[src/rtl/rrat_pkg.sv]
// ----------------------------------------------------------------------------
// rrat_pkg
// Shared types and codes of the round robin agent table arbiter: field
// widths, opcodes, status codes, the table entry layout and the compare
// unit request.
// ----------------------------------------------------------------------------
package rrat_pkg;

  localparam int KEY_W    = 16;
  localparam int LOAD_W   = 10;
  localparam int LAT_W    = 32;
  localparam int STATUS_W = 3;
  localparam int TOTAL_W  = 5;
  localparam int OP_W     = 2;

  localparam logic [OP_W-1:0] OP_REGISTER   = 2'd0;
  localparam logic [OP_W-1:0] OP_UNREGISTER = 2'd1;
  localparam logic [OP_W-1:0] OP_SCHEDULE   = 2'd2;

  localparam logic [STATUS_W-1:0] ST_OK        = 3'd0;
  localparam logic [STATUS_W-1:0] ST_FULL      = 3'd1;
  localparam logic [STATUS_W-1:0] ST_NOT_FOUND = 3'd2;
  localparam logic [STATUS_W-1:0] ST_EMPTY     = 3'd3;
  localparam logic [STATUS_W-1:0] ST_NONE      = 3'd4;

  // 900 thousandths
  localparam logic [LOAD_W-1:0] LIMIT_RESET = 10'd900;

  typedef struct packed {
    logic [KEY_W-1:0]  key;
    logic              ready;
    logic [LOAD_W-1:0] load;
    logic [LAT_W-1:0]  latency;
  } entry_t;

  localparam int ENTRY_W = $bits(entry_t);

  typedef struct packed {
    logic              sched;
    logic [KEY_W-1:0]  key;
    logic [LOAD_W-1:0] limit;
  } match_req_t;

endpackage

[src/rtl/rrat_ram.sv]
// ----------------------------------------------------------------------------
// rrat_ram
// Generic single write port, single read port RAM with registered read data.
// ----------------------------------------------------------------------------
module rrat_ram #(
  parameter int WIDTH = 8,
  parameter int DEPTH = 16
) (
  input  logic                     clk,
  input  logic                     we,
  input  logic [$clog2(DEPTH)-1:0] waddr,
  input  logic [WIDTH-1:0]         wdata,
  input  logic [$clog2(DEPTH)-1:0] raddr,
  output logic [WIDTH-1:0]         rdata
);

  logic [WIDTH-1:0] mem [DEPTH];

  always_ff @(posedge clk) begin
    if (we) begin
      mem[waddr] <= wdata;
    end
    rdata <= mem[raddr];
  end

endmodule

[src/rtl/rrat_match.sv]
// ----------------------------------------------------------------------------
// rrat_match
// Shared compare unit: key equality for register and unregister scans,
// eligibility (available and load below the limit) for schedule scans.
// ----------------------------------------------------------------------------
module rrat_match (
  input  rrat_pkg::match_req_t req,
  input  rrat_pkg::entry_t     ent,
  output logic                 hit
);

  always_comb begin
    if (req.sched) begin
      hit = ent.ready && (ent.load < req.limit);
    end else begin
      hit = (ent.key == req.key);
    end
  end

endmodule

[src/rtl/round_robin_agent_table_arbiter.sv]
// ----------------------------------------------------------------------------
// round_robin_agent_table_arbiter
// Compact ordered agent table with register, unregister and round robin
// schedule commands, worked one table entry per cycle by a small sequencer.
// ----------------------------------------------------------------------------
// Usage:
//   Command channel: drive opcode, agent_key, agent_ready, agent_load and
//   agent_latency with start high; the word is taken at a clock edge where
//   busy is low. busy stays high until the result has been issued.
//   Result channel: done pulses for one cycle with status, chosen_key,
//   chosen_latency, ready_total and entry_total. The receiver cannot stall;
//   the result fields change only at a done pulse.
//   Timing: one RAM with a read and a write port holds the table, read one
//   entry per cycle, so a command ends soonest on an unused opcode or an
//   empty table and at most after one pass over the table. An unregister
//   scans up to the matching entry and then shifts the later entries down one
//   per cycle, so scan plus shift never exceeds one pass.
//   A new command can be accepted in the cycle done is high.
//   Configuration: APB register 0 (byte address 0) is load_limit, reset 900.
//   Write it only while no command is in flight.
//   Reset: rst clears the entry count, the ready count, the round robin
//   pointer and the sequencer. Table contents are not cleared; only entries
//   below the entry count are ever read.
// ----------------------------------------------------------------------------
module round_robin_agent_table_arbiter #(
  parameter int MAX_ENTRIES = 16
) (
  input  logic                                clk,
  input  logic                                rst,
  // command channel
  input  logic                                start,
  output logic                                busy,
  input  logic [rrat_pkg::OP_W-1:0]           opcode,
  input  logic [rrat_pkg::KEY_W-1:0]          agent_key,
  input  logic                                agent_ready,
  input  logic [rrat_pkg::LOAD_W-1:0]         agent_load,
  input  logic [rrat_pkg::LAT_W-1:0]          agent_latency,
  // result channel
  output logic                                done,
  output logic [rrat_pkg::STATUS_W-1:0]       status,
  output logic [rrat_pkg::KEY_W-1:0]          chosen_key,
  output logic [rrat_pkg::LAT_W-1:0]          chosen_latency,
  output logic [rrat_pkg::TOTAL_W-1:0]        ready_total,
  output logic [rrat_pkg::TOTAL_W-1:0]        entry_total,
  // configuration port
  input  logic                                psel,
  input  logic                                penable,
  input  logic                                pwrite,
  input  logic [2:0]                          paddr,
  input  logic [31:0]                         pwdata,
  output logic [31:0]                         prdata,
  output logic                                pready
);

  localparam int IW = $clog2(MAX_ENTRIES);
  localparam int CW = $clog2(MAX_ENTRIES + 1);

  localparam logic [2:0] S_IDLE = 3'd0;
  localparam logic [2:0] S_CK   = 3'd1;
  localparam logic [2:0] S_WR   = 3'd2;
  localparam logic [2:0] S_SH   = 3'd3;
  localparam logic [2:0] S_DEL  = 3'd4;
  localparam logic [2:0] S_FIN  = 3'd5;

  // control state
  logic [2:0]                    state;
  logic [CW-1:0]                 entry_count;
  logic [CW-1:0]                 ready_count;
  logic [IW-1:0]                 next_pointer;
  logic [rrat_pkg::LOAD_W-1:0]   load_limit;

  // working registers of the current command
  logic [rrat_pkg::OP_W-1:0]     op;
  rrat_pkg::entry_t              cmd;
  logic [IW-1:0]                 idx;
  logic [CW-1:0]                 tries;
  logic [IW-1:0]                 slot;
  logic                          found;
  logic                          old_ready;
  logic [rrat_pkg::STATUS_W-1:0] res_status;
  logic [rrat_pkg::KEY_W-1:0]    res_key;
  logic [rrat_pkg::LAT_W-1:0]    res_latency;

  // table memory
  logic                          mem_we;
  logic [IW-1:0]                 mem_waddr;
  logic [rrat_pkg::ENTRY_W-1:0]  mem_wdata;
  logic [IW-1:0]                 mem_raddr;
  logic [rrat_pkg::ENTRY_W-1:0]  mem_rdata;
  rrat_pkg::entry_t              rd_entry;

  rrat_pkg::match_req_t          mreq;
  logic                          hit;

  // scan arithmetic
  logic [CW-1:0]                 idx_inc;
  logic                          idx_more;
  logic [IW-1:0]                 idx_wrap;
  logic [CW-1:0]                 idx_inc2;
  logic [CW-1:0]                 tries_inc;
  logic [IW-1:0]                 sched_start;
  logic [CW-1:0]                 count_dec;
  logic                          cfg_write;

  assign rd_entry    = rrat_pkg::entry_t'(mem_rdata);
  assign idx_inc     = CW'(idx) + CW'(1);
  assign idx_more    = idx_inc < entry_count;
  assign idx_wrap    = idx_more ? idx_inc[IW-1:0] : '0;
  assign idx_inc2    = CW'(idx) + CW'(2);
  assign tries_inc   = tries + CW'(1);
  assign sched_start = (CW'(next_pointer) < entry_count) ? next_pointer : '0;
  assign count_dec   = entry_count - CW'(1);

  assign busy = (state != S_IDLE);

  // Shared compare unit: key match or eligibility, chosen by the opcode.
  assign mreq.sched = (op == rrat_pkg::OP_SCHEDULE);
  assign mreq.key   = cmd.key;
  assign mreq.limit = load_limit;

  rrat_match u_match (
    .req (mreq),
    .ent (rd_entry),
    .hit (hit)
  );

  rrat_ram #(
    .WIDTH (rrat_pkg::ENTRY_W),
    .DEPTH (MAX_ENTRIES)
  ) u_table (
    .clk   (clk),
    .we    (mem_we),
    .waddr (mem_waddr),
    .wdata (mem_wdata),
    .raddr (mem_raddr),
    .rdata (mem_rdata)
  );

  // Read address is presented in the cycle before its entry is examined.
  always_comb begin
    case (state)
      S_IDLE: begin
        mem_raddr = (opcode == rrat_pkg::OP_SCHEDULE) ? sched_start : '0;
      end
      S_CK: begin
        if (op == rrat_pkg::OP_UNREGISTER && hit) begin
          // first entry to move down
          mem_raddr = idx_inc[IW-1:0];
        end else begin
          mem_raddr = idx_wrap;
        end
      end
      S_SH: begin
        mem_raddr = idx_inc2[IW-1:0];
      end
      default: begin
        mem_raddr = idx;
      end
    endcase
  end

  // Write either the new/updated entry or the entry shifted down one slot.
  always_comb begin
    mem_we    = (state == S_WR) || (state == S_SH);
    mem_waddr = (state == S_WR) ? slot : idx;
    mem_wdata = (state == S_WR) ? rrat_pkg::ENTRY_W'(cmd) : mem_rdata;
  end

  // Configuration port
  assign pready    = 1'b1;
  assign cfg_write = psel && penable && pwrite && !paddr[2];
  assign prdata    = paddr[2] ? 32'd0 : {22'd0, load_limit};

  always_ff @(posedge clk) begin
    if (rst) begin
      load_limit <= rrat_pkg::LIMIT_RESET;
    end else if (cfg_write) begin
      load_limit <= pwdata[rrat_pkg::LOAD_W-1:0];
    end
  end

  // Sequencer
  always_ff @(posedge clk) begin
    if (rst) begin
      state        <= S_IDLE;
      entry_count  <= '0;
      ready_count  <= '0;
      next_pointer <= '0;
      done         <= 1'b0;
    end else begin
      done <= 1'b0;
      case (state)
        S_IDLE: begin
          if (start) begin
            op          <= opcode;
            cmd.key     <= agent_key;
            cmd.ready   <= agent_ready;
            cmd.load    <= agent_load;
            cmd.latency <= agent_latency;
            tries       <= '0;
            res_status  <= rrat_pkg::ST_OK;
            res_key     <= '0;
            res_latency <= '0;
            idx         <= (opcode == rrat_pkg::OP_SCHEDULE) ? sched_start : '0;
            case (opcode)
              rrat_pkg::OP_REGISTER: begin
                if (entry_count == '0) begin
                  // empty table: append at slot zero straight away
                  slot  <= '0;
                  found <= 1'b0;
                  state <= S_WR;
                end else begin
                  state <= S_CK;
                end
              end
              rrat_pkg::OP_UNREGISTER: begin
                if (entry_count == '0) begin
                  res_status <= rrat_pkg::ST_NOT_FOUND;
                  state      <= S_FIN;
                end else begin
                  state <= S_CK;
                end
              end
              rrat_pkg::OP_SCHEDULE: begin
                if (entry_count == '0) begin
                  res_status <= rrat_pkg::ST_EMPTY;
                  state      <= S_FIN;
                end else begin
                  state <= S_CK;
                end
              end
              default: begin
                state <= S_FIN;
              end
            endcase
          end
        end

        S_CK: begin
          case (op)
            rrat_pkg::OP_REGISTER: begin
              if (hit) begin
                slot      <= idx;
                found     <= 1'b1;
                old_ready <= rd_entry.ready;
                state     <= S_WR;
              end else if (idx_more) begin
                idx <= idx_wrap;
              end else if (entry_count == CW'(MAX_ENTRIES)) begin
                res_status <= rrat_pkg::ST_FULL;
                state      <= S_FIN;
              end else begin
                slot  <= entry_count[IW-1:0];
                found <= 1'b0;
                state <= S_WR;
              end
            end
            rrat_pkg::OP_UNREGISTER: begin
              if (hit) begin
                ready_count <= ready_count - CW'(rd_entry.ready);
                // hold idx: it is the first slot to overwrite
                state       <= idx_more ? S_SH : S_DEL;
              end else if (idx_more) begin
                idx <= idx_wrap;
              end else begin
                res_status <= rrat_pkg::ST_NOT_FOUND;
                state      <= S_FIN;
              end
            end
            default: begin
              // schedule scan, wrapping round from the start slot
              if (hit) begin
                res_key      <= rd_entry.key;
                res_latency  <= rd_entry.latency;
                next_pointer <= idx_wrap;
                state        <= S_FIN;
              end else if (tries_inc < entry_count) begin
                idx   <= idx_wrap;
                tries <= tries_inc;
              end else begin
                res_status <= rrat_pkg::ST_NONE;
                state      <= S_FIN;
              end
            end
          endcase
        end

        S_WR: begin
          if (found) begin
            ready_count <= ready_count - CW'(old_ready) + CW'(cmd.ready);
          end else begin
            ready_count <= ready_count + CW'(cmd.ready);
            entry_count <= entry_count + CW'(1);
          end
          state <= S_FIN;
        end

        S_SH: begin
          // entry idx+1 is on the read port and lands in slot idx
          if (idx_inc2 < entry_count) begin
            idx <= idx_inc[IW-1:0];
          end else begin
            state <= S_DEL;
          end
        end

        S_DEL: begin
          entry_count <= count_dec;
          if (CW'(next_pointer) >= count_dec && count_dec != '0) begin
            next_pointer <= '0;
          end
          state <= S_FIN;
        end

        S_FIN: begin
          done  <= 1'b1;
          state <= S_IDLE;
        end

        default: begin
          state <= S_IDLE;
        end
      endcase
    end
  end

  // Result word, issued together with the done pulse
  always_ff @(posedge clk) begin
    if (state == S_FIN) begin
      status         <= res_status;
      chosen_key     <= res_key;
      chosen_latency <= res_latency;
      ready_total    <= rrat_pkg::TOTAL_W'(ready_count);
      entry_total    <= rrat_pkg::TOTAL_W'(entry_count);
    end
  end

endmodule

[config.mk]
export PLATFORM = sky130hd
export DESIGN_NAME = round_robin_agent_table_arbiter
export DESIGN_NICKNAME = d
export VERILOG_FILES = /design/src/rtl/rrat_pkg.sv /design/src/rtl/rrat_ram.sv /design/src/rtl/rrat_match.sv /design/src/rtl/round_robin_agent_table_arbiter.sv
export SDC_FILE = /design/constraint.sdc
export NUM_CORES = 1
export LEC_CHECK = 0
export ABC_CLOCK_PERIOD_IN_PS = 17200
export BUFFER_PORTS_ARGS = -buffer_cell sky130_fd_sc_hd__buf_4
export CAP_MARGIN = 20
export CORE_MARGIN = 4
export CORE_UTILIZATION = 35
export CTS_CLUSTER_SIZE = 14
export DETAILED_ROUTE_END_ITERATION = 8
export PLACE_DENSITY = 0.49
export REMOVE_ABC_BUFFERS = 1
export SKIP_LAST_GASP = 1
export SLEW_MARGIN = 40
export SYNTH_ARGS = -nofsm -noshare
export SYNTH_HDL_FRONTEND = slang
export SYNTH_HIERARCHICAL = 1
export SYNTH_SLANG_ARGS = --single-unit
[constraint.sdc]
create_clock -name clk -period 17.2 [get_ports clk]
set_clock_uncertainty 0.05 [all_clocks]
set_input_delay 2.58 -clock clk [delete_from_list [all_inputs] [get_ports clk]]
set_output_delay 2.58 -clock clk [all_outputs]
set_load 0.01 [all_outputs]
==> metrics.md <==
| Metric | Value |
|---|---|
| Power Total | `around 9.5 mW` |
| Fin nets | `approximately 2800` |
| Routed WL | `~120000 µm` |
| Static Leakage | `18.07 nW` |
| Routed length per instance | `approximately 25 µm` |
| Row cnt | `about 130` |
| Most used flip-flop cell after synthesis | `edfxtp_1` |
| Area contributors post-synth | `edfxtp_1, mux4_2, dfxtp_1, nand2_1, a22oi_1` |
| Synth Warn # | `6` |
| Post-synth EDFFs | `~1100` |
| Core region area | `~0.13 mm²` |
| Die H | `about 370 µm` |
| Final Hold Viols | `0` |
| Global route overflow | `0` |
| Vias per inst | `5.142` |
| Post-CTS Resized | `0` |
| Syn Inst Count | `around 2500` |
| Cells on worst reg2reg path | `16` |
| WP data required | `approximately 18 ns` |
| Final setup margin | `roughly 11 ns` |
| Worst r2r src | `cmd[49]` |
| Layout cell share with drive strength beyond 1 | `24.64%` |
| Total number of H-tree levels | `4` |
| PortBufs | `150` |
| Fin crit share | `between 30% and 40%` |
| Post-place setup slack | `between 9 and 10 ns` |
| Status | `completed` |
| Final Instance Area | `~0.055 mm²` |
| Initial Util | `between 30% and 40%` |
| IO Pins | `approximately 200` |
| Hpwl dp | `between 60000 and 70000 µm` |
| Routed Antenna Nets | `0` |
| Clock transition at path regs | `approximately 0.06 ns` |
| Crit path max fanout | `48` |
| WHS Endpoint | `chosen_latency[15]` |
| Startpoint Class | `input pin` |
| CTS tree | `built` |
| WP data arrival | `roughly 6.9 ns` |
| Final setup fails | `0` |
| Async SR Flop Fraction | `0%` |
| Hold slack | `between 0.3 and 0.4 ns` |
| Post-Syn Area per Cell | `about 19 µm²` |
| Hold Startpoint | `res_latency[15]` |
| HP Class | `reg -> reg` |
| First-pass GRT wire length | `between 150000 and 200000 µm` |
| Via count | `between 20000 and 25000` |
| Clk sinks | `1219` |
| Setup bufs post-CTS | `0` |
| Register area share after synthesis | `76.18%` |
| CP Class | `in -> reg` |
| Cell area after synthesis | `~0.047 mm²` |
| Initial antenna violation count | `2` |
| Area fraction of the dominant cell type after synthesis | `between 70% and 80%` |
| DRT Pass-1 Iters | `7` |
| Most common cell in the netlist | `edfxtp_1` |
| Measured slew at the worst slew-check pin | `between 0.8 and 0.9 ns` |
| Relative slew slack | `a little over two fifths` |
| Placement Cell Area | `between 0.05 and 0.06 mm²` |
| Hold depth | `0` |
| RR Endpoint | `u_table/rdata[7]` |
| Iter 0 DRT Violations | `1743` |
| Cell area power density | `~170 mW/mm²` |
| Unrepaired setup endpoints after global routing | `no` |
| TritonCTS buffer count | `roughly 140` |
| Area Growth Syn to Fin | `17.03%` |
| Util after Layout | `between 40% and 50%` |
| Post-synthesis cell type count | `79` |
| Slew Viols, Final | `0` |
| Kind of end point of the critical path | `register` |
| Total of max-cap violations | `0` |
| Die area | `between 0.1 and 0.15 mm²` |
| Min Tclk post-route | `roughly 6.3 ns` |
| DRC | `0` |
| CTS Buffer Depth | `3` |
| Max IR drop VDD | `approximately 0.10 mV` |
| Fillers | `11740` |
| Total GRT Usage | `~17%` |
| DIE WIDTH | `374.1 µm` |
| Largest net degree at the start of global routing | `between 70 and 80` |
| Worst skew pair latency | `0.76 ns` |
| Post-cts hold buffer count | `0` |
| #FFs+latches synth | `1219` |
| Flop2flop setup slack | `11.10 ns` |
| Vias in the first global route | `between 20000 and 25000` |
| Routability Congestion | `between 0.7 and 0.8` |
| Cell chosen for the clock root | `clkbuf_16` |
| Commonest cells post-synth | `edfxtp_1, nand2_1, mux4_2` |
| Peak Freq | `about 0.16 GHz` |
| Dominant cell type by area after synthesis | `edfxtp_1` |
==> routing by layer <==
layer / share of wire, % / vias to the layer above / GRT usage [%]
met4: 1.9 / 0 / 4.530
li1: - / 10210 / -
met3: 4.9 / 160 / 3.046
met1: 45 / 12530 / 22.83
met2: 48 / 599 / 27.06
met5: 0 / - / 0
==> cell type report <==
class / count / area (µm²) / area share, %
Antenna cell: 1 / 2.502 / 0.004558
Clock buffer: 187 / 3832 / 6.981
Clock inverter: 63 / 679.4 / 1.238
Inverter: 36 / 135.1 / 0.2461
Multi-Input combinational cell: 1081 / 10590 / 19.29
Sequential cell: 1219 / 35730 / 65.09
Tap cell: 1768 / 2212 / 4.029
Timing Repair Buffer: 214 / 1713 / 3.120
==> cells by family after synthesis <==
kind of cell | after synthesis | share of synthesized area (%)
AO/OA/AOI/OAI | 226 | 3.406
XOR/XNOR | 32 | 0.5975
adder cells (fa/ha/maj) | 54 | 1.456
buffers and inverters | 179 | 1.824
flip-flops | 1219 | 76.18
multiplexers | 245 | 11.53
other | 2 | 0.01601
AND/OR/NAND/NOR | 501 | 4.998
==> sequential cells by signal, indices dropped and copies added, names as in the netlist, 2 cells and up <==
signal          flops
ready_total         5
chosen_key         16
slot                4
res_latency        32
load_limit         10
u_table/mem       944
chosen_latency     32
u_table/rdata      59
cmd                59
ready_count         5
res_status          3
entry_count         5
status              3
next_pointer        4
tries               5
entry_total         5
idx                 4
op                  2
res_key            16
state               3
==> critical path: stages <==
cell and delay [ns]:
buf_4 0.13, inv_1 0.08, ha_1 0.22, o21ai_0 0.10, a31oi_1 0.47, nand4_1 0.19, o211ai_1 0.24, buf_6 0.61
buf_6 0.64, buf_6 0.60, mux4_2 0.59, a22oi_1 0.24, nand2_1 0.08
==> placed cells by master (no fill, tap or decap), types with 19 or more instances in the layout <==
cell type,synthesis,layout
edfxtp_1,1132,1132
nand2_1,296,296
mux4_2,236,236
buf_4,23,194
clkbuf_16,0,142
a22oi_1,119,119
dfxtp_1,87,87
and2_1,54,53
ha_1,53,53
inv_1,36,36
nor2_1,48,34
clkbuf_1,68,34
a21oi_1,34,33
conb_1,2,23
clkinv_2,0,23
xor2_1,19,19
==> worst max path at each step <==
stage	depth (start not counted)	endpoint	start	slack (ns)
global route	13	u_table/rdata[29]	opcode[0]	10.48
global placement	13	u_table/rdata[7]	opcode[0]	9.36
finish	13	u_table/rdata[7]	opcode[0]	10.88
CTS	13	u_table/rdata[24]	opcode[0]	10.77
floorplan	13	u_table/rdata[0]	idx[0]	-6.22
detailed placement	13	u_table/rdata[24]	opcode[0]	9.96
==> power breakdown <==
part | switching [mW] | leakage, nW | internal, mW
clock | 1.15 | 2.22 | 1.76
combinational | 1.57 | 4.86 | 0.991
sequential | 0.153 | 11.0 | 3.91
total | 2.88 | 18.1 | 6.66
==> metrics by stage <==
stage / setup TNS (ns) / cells
6_report: 0 / 4569
4_1_cts: 0 / 4566
5_1_grt: 0 / 4568
2_1_floorplan: -366.73 / 2336
3_5_place_dp: 0 / 4316
3_3_place_gp: 0 / 4313
Note: power is estimated with default switching activity, not from simulation.
